--- config.mk ---
export PLATFORM = sky130hd
export DESIGN_NAME = tmhq_ctrl
export DESIGN_NICKNAME = d
export VERILOG_FILES = /design/src/design/tmhq_pkg.sv /design/src/design/tmhq_ctrl.sv
export SDC_FILE = /design/constraint.sdc
export NUM_CORES = 1
export LEC_CHECK = 0
export ABC_CLOCK_PERIOD_IN_PS = 3500
export BUFFER_PORTS_ARGS = -buffer_cell sky130_fd_sc_hd__buf_4
export CAP_MARGIN = 10
export CORE_UTILIZATION = 40
export DETAILED_ROUTE_END_ITERATION = 10
export PLACE_DENSITY_LB_ADDON = 0.12
export SLEW_MARGIN = 20
export SYNTH_ARGS = -nofsm -noshare
export SYNTH_HDL_FRONTEND = slang
export SYNTH_SLANG_ARGS = --single-unit
export TNS_END_PERCENT = 20
--- constraint.sdc ---
create_clock -name clk -period 3.5 [get_ports clk]
set_clock_uncertainty 0.2 [all_clocks]
set_input_delay 0.525 -clock clk [delete_from_list [all_inputs] [get_ports clk]]
set_output_delay 0.525 -clock clk [all_outputs]
set_load 0.01 [all_outputs]
--- src/design/tmhq_pkg.sv ---
// Shared types, constants and state codes for the tagged min-heap queue.
// No dependencies.
package tmhq_pkg;
  localparam int HeapDepth = 64;
  localparam int AddrW     = $clog2(HeapDepth);
  localparam int CntW      = $clog2(HeapDepth + 1);

  localparam logic [1:0] OP_INSERT  = 2'd0;
  localparam logic [1:0] OP_REM_MIN = 2'd1;
  localparam logic [1:0] OP_REM_TAG = 2'd2;

  localparam logic [1:0] ST_DONE    = 2'd0;
  localparam logic [1:0] ST_FULL    = 2'd1;
  localparam logic [1:0] ST_EMPTY   = 2'd2;
  localparam logic [1:0] ST_NOTAG   = 2'd3;

  typedef struct packed {
    logic [7:0]  tag;
    logic [15:0] count;
    logic [15:0] order;
  } entry_t;

  typedef struct packed {
    logic [1:0]  operation;
    logic [7:0]  entry_tag;
    logic [15:0] entry_count;
    logic [15:0] entry_order;
  } in_item_t;

  typedef struct packed {
    logic [1:0]  status;
    logic [7:0]  removed_tag;
    logic [15:0] removed_count;
    logic [15:0] removed_order;
    logic [6:0]  occupancy;
  } out_item_t;

  typedef enum logic [3:0] {
    S_IDLE, S_DECODE, S_SCAN_RD, S_SCAN_CHK, S_TAKE_RD, S_TAKE_WR,
    S_UP_RD, S_UP_CHK, S_DN_RD, S_DN_CHK, S_RESULT
  } state_t;

  // Controller to datapath commands.
  typedef struct packed {
    logic latch_in;      // capture the request
    logic ins_write;     // write new entry at slot total, total++
    logic scan_start;    // scan index to zero
    logic scan_read;     // read slot at scan index
    logic scan_next;     // advance scan index
    logic take_read;     // read last entry and hole
    logic take_write;    // move last into hole, total--
    logic up_read;       // read cur and parent
    logic up_swap;       // exchange cur with parent
    logic dn_read;       // read both children
    logic dn_swap;       // exchange cur with chosen child
    logic set_status;    // load status into result
    logic [1:0] status;
    logic out_load;      // present result
  } cmd_t;

  // Datapath to controller status.
  typedef struct packed {
    logic [1:0] op;
    logic empty;
    logic full;
    logic scan_hit;
    logic scan_end;
    logic hole_valid;    // hole index below new total
    logic hole_up;       // moved entry has already sifted up
    logic up_go;         // cur precedes parent and cur > 0
    logic dn_go;         // chosen child precedes cur
    logic out_busy;
  } stat_t;

  function automatic logic precedes(entry_t a, entry_t b);
    if (a.count != b.count) return a.count < b.count;
    return a.order < b.order;
  endfunction
endpackage

--- src/design/tmhq_ctrl.sv ---
// Controller state machine for the tagged min-heap queue.
// Depends on tmhq_pkg.
module tmhq_ctrl (
  input  logic             clk,
  input  logic             rst_n,
  input  logic             in_valid,
  output logic             in_ready,
  input  tmhq_pkg::stat_t  st,
  output tmhq_pkg::cmd_t   cmd
);
  tmhq_pkg::state_t state_r, state_nxt;

  // Hold state
  always_ff @(posedge clk) begin
    if (!rst_n) state_r <= tmhq_pkg::S_IDLE;
    else        state_r <= state_nxt;
  end

  // Sequence one request
  always_comb begin
    state_nxt = state_r;
    cmd = '0;
    in_ready = 1'b0;
    case (state_r)
      tmhq_pkg::S_IDLE: begin
        in_ready = 1'b1;
        if (in_valid) begin
          cmd.latch_in = 1'b1;
          state_nxt = tmhq_pkg::S_DECODE;
        end
      end
      tmhq_pkg::S_DECODE: begin
        case (st.op)
          tmhq_pkg::OP_INSERT: begin
            if (st.full) begin
              cmd.set_status = 1'b1; cmd.status = tmhq_pkg::ST_FULL;
              state_nxt = tmhq_pkg::S_RESULT;
            end else begin
              cmd.ins_write = 1'b1;
              state_nxt = tmhq_pkg::S_UP_RD;
            end
          end
          tmhq_pkg::OP_REM_MIN: begin
            if (st.empty) begin
              cmd.set_status = 1'b1; cmd.status = tmhq_pkg::ST_EMPTY;
              state_nxt = tmhq_pkg::S_RESULT;
            end else begin
              cmd.scan_start = 1'b1;
              state_nxt = tmhq_pkg::S_TAKE_RD;
            end
          end
          tmhq_pkg::OP_REM_TAG: begin
            if (st.empty) begin
              cmd.set_status = 1'b1; cmd.status = tmhq_pkg::ST_EMPTY;
              state_nxt = tmhq_pkg::S_RESULT;
            end else begin
              cmd.scan_start = 1'b1;
              state_nxt = tmhq_pkg::S_SCAN_RD;
            end
          end
          default: begin
            cmd.set_status = 1'b1; cmd.status = tmhq_pkg::ST_DONE;
            state_nxt = tmhq_pkg::S_RESULT;
          end
        endcase
      end
      tmhq_pkg::S_SCAN_RD: begin
        cmd.scan_read = 1'b1;
        state_nxt = tmhq_pkg::S_SCAN_CHK;
      end
      tmhq_pkg::S_SCAN_CHK: begin
        if (st.scan_hit) state_nxt = tmhq_pkg::S_TAKE_RD;
        else if (st.scan_end) begin
          cmd.set_status = 1'b1; cmd.status = tmhq_pkg::ST_NOTAG;
          state_nxt = tmhq_pkg::S_RESULT;
        end else begin
          cmd.scan_next = 1'b1;
          state_nxt = tmhq_pkg::S_SCAN_RD;
        end
      end
      tmhq_pkg::S_TAKE_RD: begin
        cmd.take_read = 1'b1;
        state_nxt = tmhq_pkg::S_TAKE_WR;
      end
      tmhq_pkg::S_TAKE_WR: begin
        cmd.take_write = 1'b1;
        state_nxt = tmhq_pkg::S_UP_RD;
      end
      tmhq_pkg::S_UP_RD: begin
        cmd.up_read = 1'b1;
        state_nxt = tmhq_pkg::S_UP_CHK;
      end
      tmhq_pkg::S_UP_CHK: begin
        // after a removal the hole decides the direction
        if (st.up_go) begin
          cmd.up_swap = 1'b1;
          state_nxt = tmhq_pkg::S_UP_RD;
        end else if (st.op != tmhq_pkg::OP_INSERT && st.hole_valid && !st.hole_up) begin
          state_nxt = tmhq_pkg::S_DN_RD;
        end else begin
          cmd.set_status = 1'b1; cmd.status = tmhq_pkg::ST_DONE;
          state_nxt = tmhq_pkg::S_RESULT;
        end
      end
      tmhq_pkg::S_DN_RD: begin
        cmd.dn_read = 1'b1;
        state_nxt = tmhq_pkg::S_DN_CHK;
      end
      tmhq_pkg::S_DN_CHK: begin
        if (st.dn_go) begin
          cmd.dn_swap = 1'b1;
          state_nxt = tmhq_pkg::S_DN_RD;
        end else begin
          cmd.set_status = 1'b1; cmd.status = tmhq_pkg::ST_DONE;
          state_nxt = tmhq_pkg::S_RESULT;
        end
      end
      tmhq_pkg::S_RESULT: begin
        if (!st.out_busy) begin
          cmd.out_load = 1'b1;
          state_nxt = tmhq_pkg::S_IDLE;
        end
      end
      default: state_nxt = tmhq_pkg::S_IDLE;
    endcase
  end
endmodule

==> metrics.md <==
| Metric | Value |
|---|---|
| First-pass GRT wire length | `2.435 mm` |
| Clock Pin Slew Worst Setup and Hold Paths | `0.04 ns` |
| Nets@finish | `132` |
| CP delay by family, top | `simple AND/OR/NAND/NOR gates` |
| Synth top area cells | `dfxtp_1 (15%), ha_1 (9.2%), nor3_1 (8.3%)` |
| Cells after Synth | `85` |
| CP max stage delay | `0.62 ns` |
| Max H-tree Level | `1` |
| Critical path buffer and inverter count | `1` |
| Pwr Total | `0.2145 mW` |
| Setup crit start | `state_r[2]$_SDFFE_PN0P_` |
| Worst-Margin Slew | `0.4904 ns` |
| Min-delay worst type | `input pin to flip-flop` |
| Setup crit end kind | `output port` |
| Power density over the cells | `278.7 nW/um^2` |
| Gr usage total | `22.75%` |
| Port Buf Inserts | `29` |
| Post CTS Setup Buffer Count | `0` |
| Grt total ovfl | `0` |
| Clock buffer depth | `2` |
| CTS tree | `done` |
| Final setup TNS | `0 ns` |
| Worst path slowest cell | `dfxtp_1` |
| Post-cts gate resize count | `0` |
| Yosys reg bits | `4` |
| Met2 Use GR | `35.00%` |
| Most frequent CP cell | `nand2_1` |
| Critical path peak fanout | `15` |
| Sink Count | `4` |
| Starting DRT DRC Count | `15` |
| Status | `finished, final reports clean` |
| Die ar. | `1505 sq um` |
| Post-Syn Area | `541.8 sq um` |
| Vias in the first global route | `588` |
| Unrepaired setup endpoints after global routing | `false` |
| Ys flop type | `dfxtp_1` |
| Mapped Avg Cell Area | `6.374 sq um` |
| Rel. slew slack | `67.26%` |
| EDFF count, synth | `0` |
| Fin crit share | `68.04%` |
| Top-Level Pins | `30` |
| Final Max Slew Viols | `0` |
| Pre-Repair DR Iteration Count | `4` |
| WL final | `1.419 mm` |
| Pin count of the biggest net entering global routing | `16` |
| Reg2reg start | `state_r[2]$_SDFFE_PN0P_` |
| Flop2flop setup slack | `1.87 ns` |
| Top cells by count, synth | `nand2_1 (12), nor3_1 (9), inv_1 (7)` |
| Mapped Nets | `103` |
| Min Tclk post-route | `2.381 ns` |
| Row count | `12` |
| FMAX | `0.4199 GHz` |
| Synth area leader | `dfxtp_1` |
| R2R cell count | `4` |
| CTS Hold Buffers Added | `0` |
| Vias | `666` |
| Busiest grt layer | `met2` |
| Layout cells sized above 1 | `31.25%` |
| Max IR drop VDD | `0.1063 mV` |
| Antenna cells | `0` |
| Most frequent cell after synthesis | `nand2_1` |
| R2R Path End | `state_r[3]$_SDFFE_PN0P_` |
| Detail Route Antenna Nets | `0` |
| Number of flip-flops under the largest register name | `4` |
| Worst EP required | `2.77 ns` |
| Worst Setup EP | `cmd[3]` |
| WL/cell | `11.26 um` |
| Routability cong. | `0.8223` |
| Final number of hold-violating endpoints | `0` |
| DP Wirelength | `1.106 mm` |
| Area grow syn2layout | `42.03%` |
| Total CTS buffers | `3` |
| Root Buffer Master | `clkbuf_4` |
| Core area | `1186 sq um` |
| CP cell instances | `nand2_1 -> nor3_1 -> nand2_1 -> nand4_1 -> buf_4` |
| Biggest regs | `state_r (4)` |
| Yosys warns | `0` |
| Chip Height | `38.80 um` |
| Worst skew pair latency | `0.23 ns` |
| Max_cap viols | `0` |
| Yosys cell types | `28` |
| Via density | `5.286` |
| Initial core utilization | `45.68%` |
| Met3 global-route usage | `0%` |
| Synth top area share | `14.78%` |
| Crit path arrival time | `1.66 ns` |
| Crit Path Class | `flip-flop to output port` |
| CP startpoint kind | `flip-flop` |
| Biggest register | `state_r` |
| Antenna violations before repair | `0` |
| Ys async rst share | `0%` |
| Sequential share of the synthesized area | `14.78%` |
| Levels on crit path | `5` |
| Grt met1 use | `31.86%` |
| Pleak | `0.3690 nW` |
| Endpoints failing setup | `0` |
| DRC | `0` |
| Horiz. Die Dim | `38.80 um` |
-- power breakdown --
group | switching [mW] | total (mW) | internal, mW
sequential | 0.0144 | 0.0651 | 0.0507
clock | 0.0181 | 0.0564 | 0.0383
combinational | 0.0468 | 0.0930 | 0.0462
-- metrics by stage --
| stage | setup WS [ns] | instances | hold WS [ns] | util [%] | instance area (sq um) |
|---|---|---|---|---|---|
| after floorplan | 1.542 | 85 | 0.3981 | - | 541.8 |
| after global placement | 1.326 | 123 | 0.3947 | 62.97 | 747.0 |
| after detailed placement | 1.304 | 123 | 0.4100 | 62.97 | 747.0 |
| after CTS | 1.126 | 126 | 0.2974 | 64.87 | 769.5 |
| after global routing | 0.9035 | 126 | 0.3042 | 64.87 | 769.5 |
| final | 1.119 | 126 | 0.3048 | 64.87 | 769.5 |
-- metal layers --
metal,wire length [um],vias to the layer above
met1,682,297
met2,691,16
met3,45,0
li1,-,353
met5,0,-
met4,0,0
-- placed cells by master, fill, tap and decap left out --
cell and count:
nor4_1 4, nand2_1 12, nor4b_1 2, nand3_1 1
clkbuf_4 3, nor3_2 1, nor2b_1 1, a21oi_1 5
o21a_1 1, buf_4 29, nor3b_1 1, a311oi_1 1
inv_2 1, ha_1 4, nor2_2 1, nand2b_1 5
dfxtp_1 4, nor2_1 5, nor3_1 9, o21ai_0 4
and2_1 2, nand4_1 1, inv_1 7, a31oi_1 3
o31ai_1 2, a21o_1 1, or2_1 2
-- kinds of logic (layout without fill, tap and decap cells) --
logic type                 after synthesis  count (layout)  share of synthesized area, %
AOI/OAI and AO/OA                       17              17                         18.94
adders and majority gates                4               4                         9.238
DFF                                      4               4                         14.78
and+or+nand+nor                         47              47                         45.96
buffers and inverters                   13              40                         11.08
-- cell type report --
cell class | instances | area [sq um]
Clock buffer | 3 | 22.52
Fill cell | 112 | 416.7
Inverter | 8 | 30.03
Multi-Input combinational cell | 68 | 401.6
Sequential cell | 4 | 80.08
Tap cell | 14 | 17.52
Timing Repair Buffer | 29 | 217.7
-- worst register-to-register path, stage by stage, from the launching register on --
cell and delay, ns:
dfxtp_1 0.62, nand2_1 0.19, nor3_1 0.31, a31oi_1 0.08
a31oi_1 0.16
-- how the worst min path moves through the flow --
stage                                  startpoint                      end  slack (ns)  depth (start not counted)
after floorplan           state_r[1]$_SDFFE_PN0P_  state_r[1]$_SDFFE_PN0P_        0.40                          3
after global placement    state_r[1]$_SDFFE_PN0P_  state_r[1]$_SDFFE_PN0P_        0.39                          2
after detailed placement  state_r[1]$_SDFFE_PN0P_  state_r[1]$_SDFFE_PN0P_        0.41                          2
after CTS                                   rst_n  state_r[2]$_SDFFE_PN0P_        0.30                          2
after global routing                        rst_n  state_r[2]$_SDFFE_PN0P_        0.30                          2
final                                       rst_n  state_r[2]$_SDFFE_PN0P_        0.30                          2
Power figures use the tool's default switching activity.
